**config.mk**
```make
export PLATFORM = sky130hd
export DESIGN_NAME = numeric_runaway_run_detector
export DESIGN_NICKNAME = d
export VERILOG_FILES = /design/src/sv/nrd_pkg.sv /design/src/sv/nrd_scan.sv /design/src/sv/nrd_track.sv /design/src/sv/numeric_runaway_run_detector.sv
export SDC_FILE = /design/constraint.sdc
export NUM_CORES = 1
export LEC_CHECK = 0
export ABC_AREA = 1
export CORE_MARGIN = 5
export CORE_UTILIZATION = 50
export DETAILED_ROUTE_END_ITERATION = 8
export DONT_BUFFER_PORTS = 1
export PLACE_DENSITY = 0.74
export SETUP_SLACK_MARGIN = 0.05
export SYNTH_ARGS = -nofsm -noshare
export SYNTH_HDL_FRONTEND = slang
export SYNTH_SLANG_ARGS = --single-unit
```
**constraint.sdc**
```tcl
create_clock -name clock -period 9.1 [get_ports clock]
set_input_delay 1.82 -clock clock [delete_from_list [all_inputs] [get_ports clock]]
set_output_delay 1.82 -clock clock [all_outputs]
set_load 0.02 [all_outputs]
```
**src/sv/nrd_pkg.sv**
```systemverilog
`timescale 1ns / 1ps
// ----------------------------------------------------------------------------
// nrd_pkg: shared definitions for the numeric runaway run detector
// Widths, reset values of the control registers, codes, the per-detector
// event bundle and the byte classification functions.
// ----------------------------------------------------------------------------
package nrd_pkg;

   localparam int MAX_DIGITS_DEF = 6;

   localparam int RUN_W     = 7;
   localparam int GAP_W     = 6;
   localparam int CSR_W     = 7;
   localparam int CSR_IDX_W = 2;

   localparam logic [RUN_W-1:0] RUN_LIMIT = 7'd127;
   localparam logic [GAP_W-1:0] GAP_LIMIT = 6'd63;

   localparam logic [RUN_W-1:0] COUNT_RUN_MIN_RST  = 7'd48;
   localparam logic [RUN_W-1:0] REPEAT_RUN_MIN_RST = 7'd64;
   localparam logic [GAP_W-1:0] MAX_GAP_RST        = 6'd12;

   localparam logic [7:0] ASCII_DOT = 8'h2E;

   typedef enum logic [1:0] {
      VERDICT_NONE   = 2'd0,
      VERDICT_COUNT  = 2'd1,
      VERDICT_REPEAT = 2'd2
   } verdict_type;

   typedef enum logic [CSR_IDX_W-1:0] {
      CSR_COUNT_RUN_MIN  = 2'd0,
      CSR_REPEAT_RUN_MIN = 2'd1,
      CSR_MAX_GAP        = 2'd2
   } csr_index_type;

   // What one byte does to one detector, in this order: spoil, take, gap.
   typedef struct packed {
      logic take;
      logic spoil;
      logic gap;
      logic sep;
   } det_ev_type;

   function automatic logic is_digit(input logic [7:0] b);
      logic r;
      r = (b >= 8'h30) && (b <= 8'h39);
      return r;
   endfunction

   function automatic logic is_word(input logic [7:0] b);
      logic r;
      r = is_digit(b) || ((b >= 8'h41) && (b <= 8'h5A)) || ((b >= 8'h61) && (b <= 8'h7A))
          || (b == 8'h5F) || (b == ASCII_DOT) || (b == 8'h2D);
      return r;
   endfunction

   function automatic logic is_sep(input logic [7:0] b);
      logic r;
      case (b) inside
         8'h20, 8'h09, 8'h0A, 8'h0B, 8'h0C, 8'h0D,
         8'h2C, 8'h3B, 8'h3A, 8'h2F, 8'h7C, 8'h28, 8'h29,
         8'h5B, 8'h5D, 8'h7B, 8'h7D, 8'h3C, 8'h3E, 8'h2D: r = 1'b1;
         default: r = 1'b0;
      endcase
      return r;
   endfunction

endpackage

```
**src/sv/nrd_scan.sv**
```systemverilog
`timescale 1ns / 1ps
// ----------------------------------------------------------------------------
// nrd_scan: numeric token scanner
// Accumulates digit runs, tracks the prefix and trailing-dot conditions and
// turns each byte into take / spoil / gap events for the two detectors.
// ----------------------------------------------------------------------------
module nrd_scan #(
   parameter int MAX_DIGITS = nrd_pkg::MAX_DIGITS_DEF
) (
   input  logic                                  clock,
   input  logic                                  reset,
   input  logic                                  adv,
   input  logic [7:0]                            byte_in,
   input  logic                                  last_in,
   output nrd_pkg::det_ev_type                   count_ev,
   output nrd_pkg::det_ev_type                   rep_ev,
   output logic [$clog2(10**MAX_DIGITS)-1:0]     token_value
);

   localparam int VAL_W = $clog2(10**MAX_DIGITS);
   localparam int CNT_W = $clog2(MAX_DIGITS + 1);

   logic [VAL_W-1:0] value_ff, value_in;
   logic [CNT_W-1:0] cnt_ff, cnt_in;
   logic             long_ff, long_in;
   logic             prefix_ff, prefix_in;
   logic             dot_ff, dot_in;

   logic             b_digit, b_word, b_sep;
   logic             elig_end, elig_last;
   logic [VAL_W+3:0] value_x10;

   assign b_digit = nrd_pkg::is_digit(byte_in);
   assign b_word  = nrd_pkg::is_word(byte_in);
   assign b_sep   = nrd_pkg::is_sep(byte_in);

   // value * 10 + digit as shift-add
   assign value_x10 = {1'b0, value_ff, 3'b000} + {3'b000, value_ff, 1'b0}
                      + {{VAL_W{1'b0}}, byte_in[3:0]};

   assign elig_end = prefix_ff && !long_ff;

   always_comb begin
      value_in  = value_ff;
      cnt_in    = cnt_ff;
      long_in   = long_ff;
      prefix_in = prefix_ff;
      dot_in    = dot_ff;
      count_ev  = '0;
      rep_ev    = '0;
      elig_last = 1'b0;

      if (b_digit) begin
         rep_ev.spoil = dot_ff;
         dot_in       = 1'b0;
         if (cnt_ff == '0) begin
            value_in = VAL_W'(byte_in[3:0]);
            cnt_in   = CNT_W'(1);
            long_in  = 1'b0;
         end else if (cnt_ff < CNT_W'(MAX_DIGITS)) begin
            value_in = value_x10[VAL_W-1:0];
            cnt_in   = cnt_ff + CNT_W'(1);
         end else begin
            long_in = 1'b1;
         end
      end else begin
         if (cnt_ff != '0) begin
            // close the digit run: terminator, trailing dot or spoilt
            if (!b_word && elig_end && (cnt_ff >= CNT_W'(2))) begin
               count_ev.take = 1'b1;
            end else begin
               count_ev.spoil = 1'b1;
            end
            if (!b_word && elig_end) begin
               rep_ev.take = 1'b1;
            end else if ((byte_in == nrd_pkg::ASCII_DOT) && elig_end) begin
               dot_in = 1'b1;
            end else begin
               rep_ev.spoil = 1'b1;
            end
            cnt_in  = '0;
            long_in = 1'b0;
         end else if (dot_ff) begin
            rep_ev.take  = !b_word;
            rep_ev.spoil = b_word;
            dot_in       = 1'b0;
         end
         count_ev.gap = 1'b1;
         count_ev.sep = b_sep;
         rep_ev.gap   = !dot_in;
         rep_ev.sep   = b_sep;
         prefix_in    = !b_word;
      end

      if (last_in) begin
         // end of text closes whatever is still open
         elig_last = prefix_in && !long_in;
         if (cnt_in != '0) begin
            if (elig_last && (cnt_in >= CNT_W'(2))) begin
               count_ev.take = 1'b1;
            end
            if (elig_last) begin
               rep_ev.take = 1'b1;
            end
         end else if (dot_in) begin
            rep_ev.take = 1'b1;
         end
      end
   end

   assign token_value = value_in;

   always_ff @(posedge clock) begin
      if (reset || (adv && last_in)) begin
         value_ff  <= '0;
         cnt_ff    <= '0;
         long_ff   <= 1'b0;
         prefix_ff <= 1'b1;
         dot_ff    <= 1'b0;
      end else if (adv) begin
         value_ff  <= value_in;
         cnt_ff    <= cnt_in;
         long_ff   <= long_in;
         prefix_ff <= prefix_in;
         dot_ff    <= dot_in;
      end
   end

endmodule

```
**src/sv/nrd_track.sv**
```systemverilog
`timescale 1ns / 1ps
// ----------------------------------------------------------------------------
// nrd_track: run tracker for one detector
// Keeps the previous token, run length and gap state; SAME selects equal
// tokens (repeat) or previous-plus-one tokens (counting).
// ----------------------------------------------------------------------------
module nrd_track #(
   parameter int VAL_W = 20,
   parameter bit SAME  = 1'b0
) (
   input  logic                       clock,
   input  logic                       reset,
   input  logic                       adv,
   input  logic                       clear,
   input  nrd_pkg::det_ev_type        ev,
   input  logic [VAL_W-1:0]           token_value,
   input  logic [nrd_pkg::RUN_W-1:0]  run_min,
   input  logic [nrd_pkg::GAP_W-1:0]  max_gap,
   output logic                       fired
);

   logic [VAL_W-1:0]          prev_ff, prev_in;
   logic                      have_ff, have_in;
   logic [nrd_pkg::RUN_W-1:0] run_ff, run_in;
   logic [nrd_pkg::GAP_W-1:0] len_ff, len_in;
   logic                      clean_ff, clean_in;
   logic                      fired_ff, fired_in;

   logic                      clean_pre;
   logic                      related;

   assign clean_pre = clean_ff && !ev.spoil;
   assign related   = SAME ? (token_value == prev_ff)
                           : (token_value == (prev_ff + VAL_W'(1)));

   always_comb begin
      prev_in  = prev_ff;
      have_in  = have_ff;
      run_in   = run_ff;
      len_in   = len_ff;
      clean_in = clean_pre;
      fired_in = fired_ff;

      if (ev.take) begin
         if (have_ff) begin
            if (related && clean_pre && (len_ff <= max_gap)) begin
               if (run_ff < nrd_pkg::RUN_LIMIT) begin
                  run_in = run_ff + nrd_pkg::RUN_W'(1);
               end
            end else begin
               run_in = nrd_pkg::RUN_W'(1);
            end
            if (run_in >= run_min) begin
               fired_in = 1'b1;
            end
         end else begin
            run_in = nrd_pkg::RUN_W'(1);
         end
         prev_in  = token_value;
         have_in  = 1'b1;
         len_in   = '0;
         clean_in = 1'b1;
      end

      if (ev.gap) begin
         if (!ev.sep) begin
            clean_in = 1'b0;
         end
         // hold the length at its limit and mark the gap unclean
         if (len_in >= nrd_pkg::GAP_LIMIT) begin
            clean_in = 1'b0;
         end else begin
            len_in = len_in + nrd_pkg::GAP_W'(1);
         end
      end
   end

   assign fired = fired_in;

   always_ff @(posedge clock) begin
      if (reset || (adv && clear)) begin
         prev_ff  <= '0;
         have_ff  <= 1'b0;
         run_ff   <= '0;
         len_ff   <= '0;
         clean_ff <= 1'b1;
         fired_ff <= 1'b0;
      end else if (adv) begin
         prev_ff  <= prev_in;
         have_ff  <= have_in;
         run_ff   <= run_in;
         len_ff   <= len_in;
         clean_ff <= clean_in;
         fired_ff <= fired_in;
      end
   end

endmodule

```
**src/sv/numeric_runaway_run_detector.sv**
```systemverilog
`timescale 1ns / 1ps
// ----------------------------------------------------------------------------
// numeric_runaway_run_detector: runaway counting / repeated number detector
// Scans a text one byte per beat and, on the last byte, reports whether a
// long run of incrementing or of equal numeric tokens was seen.
// ----------------------------------------------------------------------------
//  channel  direction  handshake             payload
//  req      in         req_valid / req_stall req_text_byte, req_last_byte
//  rsp      out        rsp_valid / rsp_stall rsp_verdict (one beat per text)
//  csr      in         csr_we                csr_index, csr_wdata
//
//  One byte per clock while req_stall is low. A byte is held in the input
//  register, the scanner and both trackers update from it while it is worked
//  on, and the verdict of a last byte lands in the result register on the next
//  edge. reset is synchronous; it clears the scan state and loads the register
//  defaults. req_stall rises only while a last byte waits behind an untaken
//  verdict.
// ----------------------------------------------------------------------------
module numeric_runaway_run_detector #(
   parameter int MAX_DIGITS = nrd_pkg::MAX_DIGITS_DEF
) (
   input  logic                          clock,
   input  logic                          reset,
   input  logic                          req_valid,
   output logic                          req_stall,
   input  logic [7:0]                    req_text_byte,
   input  logic                          req_last_byte,
   output logic                          rsp_valid,
   input  logic                          rsp_stall,
   output logic [1:0]                    rsp_verdict,
   input  logic                          csr_we,
   input  logic [nrd_pkg::CSR_IDX_W-1:0] csr_index,
   input  logic [nrd_pkg::CSR_W-1:0]     csr_wdata
);

   localparam int VAL_W = $clog2(10**MAX_DIGITS);

   logic [nrd_pkg::RUN_W-1:0] count_min_ff;
   logic [nrd_pkg::RUN_W-1:0] repeat_min_ff;
   logic [nrd_pkg::GAP_W-1:0] max_gap_ff;

   logic                      in_vld_ff;
   logic [7:0]                in_byte_ff;
   logic                      in_last_ff;

   logic                      rsp_vld_ff, rsp_vld_in;
   nrd_pkg::verdict_type      verdict_ff, verdict_in;

   logic                      proc;
   nrd_pkg::det_ev_type       count_ev, rep_ev;
   logic [VAL_W-1:0]          token_value;
   logic                      count_fired, rep_fired;

   // control registers
   always_ff @(posedge clock) begin
      if (reset) begin
         count_min_ff  <= nrd_pkg::COUNT_RUN_MIN_RST;
         repeat_min_ff <= nrd_pkg::REPEAT_RUN_MIN_RST;
         max_gap_ff    <= nrd_pkg::MAX_GAP_RST;
      end else if (csr_we) begin
         unique case (nrd_pkg::csr_index_type'(csr_index))
            nrd_pkg::CSR_COUNT_RUN_MIN:  count_min_ff  <= csr_wdata;
            nrd_pkg::CSR_REPEAT_RUN_MIN: repeat_min_ff <= csr_wdata;
            nrd_pkg::CSR_MAX_GAP:        max_gap_ff    <= csr_wdata[nrd_pkg::GAP_W-1:0];
            default: ;
         endcase
      end
   end

   // a byte is worked on unless it is a last byte facing a held verdict
   assign proc      = in_vld_ff && (!in_last_ff || !rsp_vld_ff || !rsp_stall);
   assign req_stall = in_vld_ff && !proc;

   always_ff @(posedge clock) begin
      if (reset) begin
         in_vld_ff <= 1'b0;
      end else if (!req_stall) begin
         in_vld_ff <= req_valid;
      end
   end

   always_ff @(posedge clock) begin
      if (!req_stall) begin
         in_byte_ff <= req_text_byte;
         in_last_ff <= req_last_byte;
      end
   end

   nrd_scan #(
      .MAX_DIGITS (MAX_DIGITS)
   ) u_scan (
      .clock       (clock),
      .reset       (reset),
      .adv         (proc),
      .byte_in     (in_byte_ff),
      .last_in     (in_last_ff),
      .count_ev    (count_ev),
      .rep_ev      (rep_ev),
      .token_value (token_value)
   );

   nrd_track #(
      .VAL_W (VAL_W),
      .SAME  (1'b0)
   ) u_count (
      .clock       (clock),
      .reset       (reset),
      .adv         (proc),
      .clear       (in_last_ff),
      .ev          (count_ev),
      .token_value (token_value),
      .run_min     (count_min_ff),
      .max_gap     (max_gap_ff),
      .fired       (count_fired)
   );

   nrd_track #(
      .VAL_W (VAL_W),
      .SAME  (1'b1)
   ) u_repeat (
      .clock       (clock),
      .reset       (reset),
      .adv         (proc),
      .clear       (in_last_ff),
      .ev          (rep_ev),
      .token_value (token_value),
      .run_min     (repeat_min_ff),
      .max_gap     (max_gap_ff),
      .fired       (rep_fired)
   );

   // result register: counting wins over repeat
   always_comb begin
      rsp_vld_in = rsp_vld_ff && rsp_stall;
      verdict_in = verdict_ff;
      if (proc && in_last_ff) begin
         rsp_vld_in = 1'b1;
         if (count_fired) begin
            verdict_in = nrd_pkg::VERDICT_COUNT;
         end else if (rep_fired) begin
            verdict_in = nrd_pkg::VERDICT_REPEAT;
         end else begin
            verdict_in = nrd_pkg::VERDICT_NONE;
         end
      end
   end

   always_ff @(posedge clock) begin
      if (reset) begin
         rsp_vld_ff <= 1'b0;
      end else begin
         rsp_vld_ff <= rsp_vld_in;
      end
   end

   always_ff @(posedge clock) begin
      verdict_ff <= verdict_in;
   end

   assign rsp_valid   = rsp_vld_ff;
   assign rsp_verdict = verdict_ff;

   // a processed last byte always leaves a verdict behind
   a_last_gives_verdict: assert property (@(posedge clock) disable iff (reset)
      proc && in_last_ff |=> rsp_vld_ff)
      else $error("last byte processed without a verdict");

   // input stalls only behind a held verdict
   a_stall_cause: assert property (@(posedge clock) disable iff (reset)
      req_stall |-> in_vld_ff && in_last_ff && rsp_vld_ff && rsp_stall)
      else $error("input stalled without a blocked verdict");

   // a shown verdict is one of the defined codes
   a_verdict_code: assert property (@(posedge clock) disable iff (reset)
      rsp_vld_ff |-> (verdict_ff == nrd_pkg::VERDICT_NONE)
                  || (verdict_ff == nrd_pkg::VERDICT_COUNT)
                  || (verdict_ff == nrd_pkg::VERDICT_REPEAT))
      else $error("undefined verdict code");

endmodule

```
Yosys cells after proc, flatten, opt, wreduce, memory -nomap -nowiden
Cells that the tools add are included.
- add/subtract/negate cells: 8
- reduce and logical (&&, ||, !) cells: 47
- equal/unequal tests: 26
- magnitude comparators: 17
- multiplexer cells: 69
- operators by type and width (cell ; count):
    $eq 8x6->1 const B ; 11
    $mux 7 ; 10
    $mux 20 ; 3
    $eq 8x7->1 const B ; 6
    $eq 20x20->1 ; 2
    $eq 8x4->1 const B ; 5
    $mux 1 ; 40
    $mux 6 ; 6
    $add 20x1->20 const B ; 1
    $add 20x20->20 ; 1
    $add 20x4->20 ; 1
    $reduce_or 20->1 ; 1
    $logic_and 1x1->1 ; 19
    $ge 8x7->1 const B ; 2
    $le 8x7->1 const B ; 2
    $add 7x1->7 const B ; 2
    $ge 7x7->1 ; 2
    $lt 7x7->1 const B ; 2
    $add 6x1->6 const B ; 2
    $ge 6x6->1 const B ; 2
    $le 6x6->1 ; 2
    $mux 3 ; 4
    $logic_not 1->1 ; 10
    $mux 2 ; 5
    other kinds (13) ; 26
- output and inout bits: 4
- bits in registers: 131

Longest topological paths before layout
Gate-level depths: netlist of run 1.
- depth in word-level cells: 24
- gate-level depth with buffers: 35

Modules after synthesis
A second synthesis of run 1 with hierarchy kept.
- cells, all modules: 1593
- area, all modules: 9955.8 µm²
- by module, submodules not included (module ; seq. area each (µm²) ; cells an instance ; area each (µm²) ; instances):
    nrd_scan ; 520.5 ; 560 ; 3266.9 ; 1
    nrd_track at u_count ; 720.7 ; 455 ; 2855.2 ; 1
    nrd_track at u_repeat ; 720.7 ; 425 ; 2542.4 ; 1
    numeric_runaway_run_detector ; 770.7 ; 153 ; 1291.2 ; 1

Worst setup path after synthesis of run 1
No wires, ideal clock.
- path type: reg-to-reg
- from: reg in_byte_ff[3]
- to: reg verdict_ff[1] (netlist: rsp_verdict[1]), data pin
- arrival: 4.318 ns
- cell stages (with the launch flop): 29
- path slack: 4.519 ns
- cell sequence: edfxtp_1 -> inv_2 -> fa_1 -> inv_1 -> fa_1 -> nand3_1 -> nand2_1 -> nand3_1 -> nand3_1 -> nand2_1 -> nand2_1 -> nand2_1 -> nand3_1 -> nand2_1 -> nand2_1 -> xnor2_1 -> and3_1 -> nand4_2 -> nor2_1 -> ha_1 -> a21boi_0 -> o21a_1 -> o21a_1 -> o21a_1 -> o21a_1 -> o21ai_0 -> nand2_1 -> a31oi_1 -> nor2_1
- word-level cells in the longest chain between the ends: 24
- ends and longest elaborated chain (what ; RTL line ; source):
    start, declared ; numeric_runaway_run_detector.sv:43 ; logic [7:0] in_byte_ff;
    start signal, assigned ; numeric_runaway_run_detector.sv:84 ; in_byte_ff <= req_text_byte;
    parallel branches: the longest is 24 deep, another holds $add 20x4->20 ; n/a ;
    end signal, assigned ; numeric_runaway_run_detector.sv:157 ; verdict_ff <= verdict_in;
    end, declared ; numeric_runaway_run_detector.sv:47 ; nrd_pkg::verdict_type verdict_ff, verdict_in;
Several ways; the timed one is not identified. The select of a mux whose other input is x is not followed.
A chain may end at the register's enable or synchronous reset.

Worst setup path after layout of run 1
Ends and elaborated chain as after synthesis.

==> results of run 1 <==
==> cells in the mapped netlist (3+ instances only) <==
| cell type | count |
|---|---|
| nand2_1 | 344 |
| inv_1 | 236 |
| nor2_1 | 137 |
| dfxtp_1 | 120 |
| a21oi_1 | 115 |
| nand3_1 | 105 |
| o21ai_0 | 101 |
| ha_1 | 67 |
| nand4_1 | 32 |
| clkbuf_1 | 23 |
| xor2_1 | 23 |
| nand2_2 | 16 |
| nand3b_1 | 14 |
| nor3_1 | 14 |
| o211ai_1 | 12 |
| edfxtp_1 | 11 |
| inv_2 | 11 |
| buf_2 | 10 |
| a221oi_1 | 8 |
| o21a_1 | 8 |
| or2_2 | 8 |
| xnor2_1 | 8 |
| nor2_2 | 7 |
| a211oi_1 | 6 |
| a31oi_1 | 4 |
| buf_4 | 4 |
| nand3_2 | 4 |
| o21ai_1 | 4 |
| a21o_1 | 3 |
| a21oi_2 | 3 |
| buf_6 | 3 |
| nor4_1 | 3 |
| o21bai_1 | 3 |
==> per-layer routing <==
| metal | track usage (%) | vias up |
|---|---|---|
| met5 | 0 | - |
| li1 | - | 4836 |
| met2 | 37.2 | 308 |
| met4 | 8.88 | 0 |
| met1 | 30.5 | 4240 |
| met3 | 4.25 | 60 |
==> kinds of logic after synthesis <==
| logic type | synth area share, % |
|---|---|
| fa+ha+maj | 9.09 |
| buf+inv | 11.7 |
| flops | 28.3 |
| xor+xnor | 2.81 |
| simple gates | 31.8 |
| compound gates | 16.4 |
==> sequential cells by signal, summed over array words and instances (netlist names), 2 cells and up <==
register,cells
count_min_ff,7
rsp_verdict,2
u_repeat.len_ff,6
u_count.len_ff,6
u_scan.cnt_ff,3
u_repeat.run_ff,7
u_scan.value_ff,20
in_byte_ff,8
repeat_min_ff,7
u_count.prev_ff,20
u_count.run_ff,7
u_repeat.prev_ff,20
max_gap_ff,6
==> per-stage QoR <==
| step | total power, µW | utilization, % |
|---|---|---|
| after floorplan | 847 | - |
| after global placement | 904 | 52.0 |
| after detailed placement | 909 | 52.0 |
| after CTS | 1660 | 55.4 |
| after global routing | 1730 | 55.4 |
| final | 1650 | 55.4 |
==> path summary, 6_finish.rpt <==
path	from	endpoint	slack [ns]	cells after the start
worst max register to register	in_byte_ff[3]	rsp_verdict[1]	3.68	29
worst min register to register	repeat_min_ff[4]	repeat_min_ff[4]	0.46	2
worst max-delay path	in_byte_ff[3]	rsp_verdict[1]	3.68	29
worst min-delay path	repeat_min_ff[4]	repeat_min_ff[4]	0.46	2
==> cell type report <==
type	count	area (µm²)
Fill cell	1855	8430
Multi-Input combinational cell	1075	5810
Clock buffer	17	425
Sequential cell	131	2730
Inverter	247	927
Clock inverter	15	214
Tap cell	260	325
Timing Repair Buffer	4	30.0
==> power breakdown <==
| part | total, µW | leakage [µW] | switching, µW | internal [µW] |
|---|---|---|---|---|
| Sequential | 630 | 0.00109 | 22.6 | 608 |
| Clock | 749 | 0.000318 | 266 | 483 |
| Combinational | 272 | 0.00361 | 185 | 87.6 |
| Total | 1650 | 0.00503 | 473 | 1180 |
==> worst max-delay path: cells and delay by family, from the launching register on <==
family / cells / cell delay [ns]
and+or+nand+nor: 15 / 1.90
DFF: 1 / 0.44
adders and majority gates: 3 / 1.28
buffers and inverters: 3 / 0.25
AOI/OAI and AO/OA: 8 / 1.32
==> impl_metrics.tcl, run 1 <==
set metrics [dict create \
    antenna_found_initial 0 \
    status "finished clean" \
    drive_gt1_share_pct 6.51 \
    setup_slack_ns 3.68 \
    ant_nets 0 \
    layout_common_cells "nand2_1 (343), inv_1 (236), nor2_1 (137)" \
    post_dp_cell_area_um2 9820 \
    ys_async_sr_fraction_pct 0 \
    cts-buffers-inserted 17 \
    p_leak_uw 0.00503 \
    core-area_um2 18900 \
    worstSetupPathType "register to register" \
    tightestPinTransition_ns 0.770 \
    routedWlPerCell_um 14.2 \
    place_ws_ns 3.84 \
    wl_met2_um 11200 \
    ys_seq_elements 131 \
    io_buffers 0 \
    instances_no_fill 1749 \
    grt_usage_pct 23.0 \
    yosysSeqAreaShare_pct 28.3 \
    cap_violations 0 \
    synth_cell_types 53 \
    layout-area-overhead-vs-synth_pct 8.25 \
    drt-total-wl_um 24800 \
    drt-met1-wl_um 11300 \
    critical_path_required_ns 9.28 \
    slowest_delay_ns 0.55 \
    die_w_um 149 \
    fin_tns_setup_ns 0 \
    hp-class "register to register" \
    gp_congestion 0.965 \
    drt-initial-drc-count 758 \
    crit_top_cell "nand2_1" \
    synth_flop_cell "dfxtp_1" \
    synth_top_area_share_pct 24.9 \
    cts.clk_slew.worst_paths_ns 0.06 \
    route.detailed.drc 0 \
    topRoutingLayerUsed "met4" \
    cts.sinks 131 \
    final_common_cell "nand2_1" \
    overflow 0 \
    yosys_warnings 0 \
    die_area_um2 22200 \
    layout_min_cycle_time_ns 5.42 \
    post-route-cell-area_um2 10500 \
    final_nets 1568 \
    cts_hold_buf 0 \
    root_buffer "clkbuf_16" \
    grt_pass1_vias 8952 \
    synth_cells 1493 \
    p_per_area_nw_per_um2 158 \
    vias 9444 \
    pin_count 27 \
    holdWs_ns 0.464 \
    fmax_ghz 0.184 \
    post_cts_resized 0 \
    num_antenna_cells 0 \
    start_util_pct 51.2 \
    rows 50 \
    placed_cells_incl_taps 1717 \
    startpoint_type "register" \
    irDropWorstVdd_v 0.000127 \
    hold_viol 0 \
    clock_latency_ns 0.43 \
    wl_met3_um 1570 \
    syn-num-nets 1585 \
    cp_slowest_cell "fa_1" \
    synth_edf_count 11 \
    period_share_pct 59.6 \
    finalSetupViolations 0 \
    die_h_um 149 \
    maxSlewHeadroom_pct 48.5 \
    place_hpwl_um 18500 \
    viasPerCell 5.40 \
    slew_violations 0 \
    cp_max_fo 7 \
    grt_max_degree 51 \
    cts_tree "built" \
    firstDrtPassIters 6 \
    h-tree-depth 4 \
    synth_top_area_cell "dfxtp_1" \
    ys_top_cells_by_area "dfxtp_1 (25%), nand2_1 (13%), inv_1 (9.2%)" \
    cts_setup_buffers 0 \
    endpoint_kind "register" \
    grt_setup_unrepaired "false" \
    synth_area_um2 9660 \
    clockBufferDepth 2 \
    grt_first_pass_wirelength_um 42100 \
    skew_ns 0.00776 \
    cp.arrival_ns 5.60 \
    avgSynthCellArea_um2 6.47 \
]
Power figures use the tool's default switching activity.
==> run 2, diff against run 1 <==
==> constraint.sdc (replaced) <==
create_clock -name clock -period 5.11 [get_ports clock]
set_input_delay 1.022 -clock clock [delete_from_list [all_inputs] [get_ports clock]]
set_output_delay 1.022 -clock clock [all_outputs]
set_load 0.02 [all_outputs]
==> run 2 against run 1 <==
Largest cell class unchanged. First-iteration DRC count fell by 5.4%. Critical endpoint unchanged. Maximum frequency grew 15%. Hold slack improved by 0.0027 ns.
==> impl_metrics.tcl, run 2 (same netlist as run 1, synthesis figures left out) <==
set metrics [dict create \
    power_uw 2810 \
    io_buffers 0 \
    ant_nets 0 \
    tightestPinTransition_ns 0.898 \
    cp-startpoint "in_byte_ff[3]" \
    timing.rr.end "rsp_verdict[1]" \
    min_path_cells 2 \
    grt_pass1_vias 8639 \
    final_common_cell "nand2_1" \
    top_regs "u_count.prev_ff: 20 flops, u_repeat.prev_ff: 20 flops, u_scan.value_ff: 20 flops" \
    overflow 0 \
    cap_violations 0 \
    maxSlewHeadroom_pct 40.0 \
    skew_ns 0.00835 \
    fmax_ghz 0.212 \
    route.detailed.drc 0 \
    slowest_delay_ns 0.52 \
    p_leak_uw 0.00508 \
    place_hpwl_um 18600 \
    worstSetupPathType "register to register" \
    drt-total-wl_um 24700 \
    clockBufferDepth 2 \
    cp_max_fo 5 \
    rows 50 \
    gp_congestion 0.911 \
    drive_gt1_share_pct 9.22 \
    grt_first_pass_wirelength_um 40900 \
    root_buffer "clkbuf_16" \
    reg2reg_depth 29 \
    slew_violations 0 \
    layout-area-overhead-vs-synth_pct 10.1 \
    die_area_um2 22200 \
    layout_common_cells "nand2_1 (334), inv_1 (236), nor2_1 (133)" \
    grt_max_degree 51 \
    r2r-start "in_byte_ff[3]" \
    clock_latency_ns 0.43 \
    core-area_um2 18900 \
    start_util_pct 51.2 \
    grt_setup_unrepaired "true" \
    critical_path_required_ns 5.28 \
    cp_slowest_cell "fa_1" \
    instances_no_fill 1767 \
    routedWlPerCell_um 14.0 \
    firstDrtPassIters 7 \
    startpoint_type "register" \
    placed_cells_incl_taps 1731 \
    crit_top_cell "o21a_1" \
    num_antenna_cells 0 \
    holdWs_ns 0.467 \
    die_w_um 149 \
    hold_viol 0 \
    cts.sinks 131 \
    endpoint_kind "register" \
    cts_tree "built" \
    status "finished clean" \
    cts_hold_buf 0 \
    fin_tns_setup_ns 0 \
    layout_min_cycle_time_ns 4.72 \
    p_per_area_nw_per_um2 264 \
    h-tree-depth 4 \
    vias 9451 \
    antenna_found_initial 0 \
    final_nets 1586 \
    cts.clk_slew.worst_paths_ns 0.06 \
    finalSetupViolations 0 \
    cp.arrival_ns 4.89 \
    cp-endpoint "rsp_verdict[1]" \
    pin_count 27 \
    drt-initial-drc-count 717 \
    hp-class "register to register" \
    grt_usage_pct 22.6 \
    die_h_um 149 \
    cts-buffers-inserted 17 \
    viasPerCell 5.35 \
    irDropWorstVdd_v 0.000196 \
    rrSetupSlack_ns 0.39 \
    period_share_pct 92.3 \
]
==> run 2: changes by cell type in the layout (fill, tap and decap cells not counted), sizes merged <==
cell and delta:
clkbuf +4, clkinvlp +3, clkinv -4, buf +18, bufinv -3
==> run 2: final cells by class <==
class,count,area [µm²]
fillers,1827,8250
multi-input cells,1075,5930
flip-flops and latches,131,2730
inverters,247,927
clock buffers,21,450
well taps,260,325
repair buffers,22,165
clock inverters,11,111
==> run 2: how the worst min path moves through the flow <==
stage,startpoint,to,slack (ns)
floorplan,count_min_ff[1],count_min_ff[1],0.44
finish,u_repeat.clean_ff,u_repeat.clean_ff,0.47
CTS,u_count.run_ff[6],u_count.run_ff[6],0.47
detailed placement,u_repeat.clean_ff,u_repeat.clean_ff,0.46
global route,count_min_ff[2],count_min_ff[2],0.48
global placement,u_count.clean_ff,u_count.clean_ff,0.45
==> run 2: per-stage QoR <==
| step | setup slack [ns] | util, % | cell area [µm²] |
|---|---|---|---|
| floorplan | 0.529 | - | 9660 |
| global route | 0.0327 | 56.3 | 10600 |
| global placement | 0.214 | 52.5 | 9930 |
| CTS | 0.108 | 55.5 | 10500 |
| finish | 0.391 | 56.3 | 10600 |
| detailed placement | 0.0912 | 52.5 | 9930 |
==> run 2: worst max-delay path: cells and delay by family, from the launching register on <==
family	cells	cell delay, ns
flip-flops	1	0.37
AO/OA/AOI/OAI	8	1.15
adder cells (fa/ha/maj)	3	1.14
AND/OR/NAND/NOR	13	1.45
buffers and inverters	5	0.36
==> run 2: report_power, final <==
part	total (µW)	switching, µW	internal, µW
clock network	1180	457	723
registers	1120	39.3	1080
logic	509	339	170
total	2810	836	1980
==> run 2: per-layer routing <==
layer	global-route usage [%]	vias up	share of wire, %
li1	-	4874	-
met1	29.6	4278	46
met2	36.7	249	45
met3	4.86	50	6.6
met4	7.96	0	2.4
met5	0	-	0
==> run 2: timing repair <==
action                                  in CTS  in global routing
endpoints found under the setup margin       0                  4
setup buffers                                0                  4
gates resized for setup                      0                 33
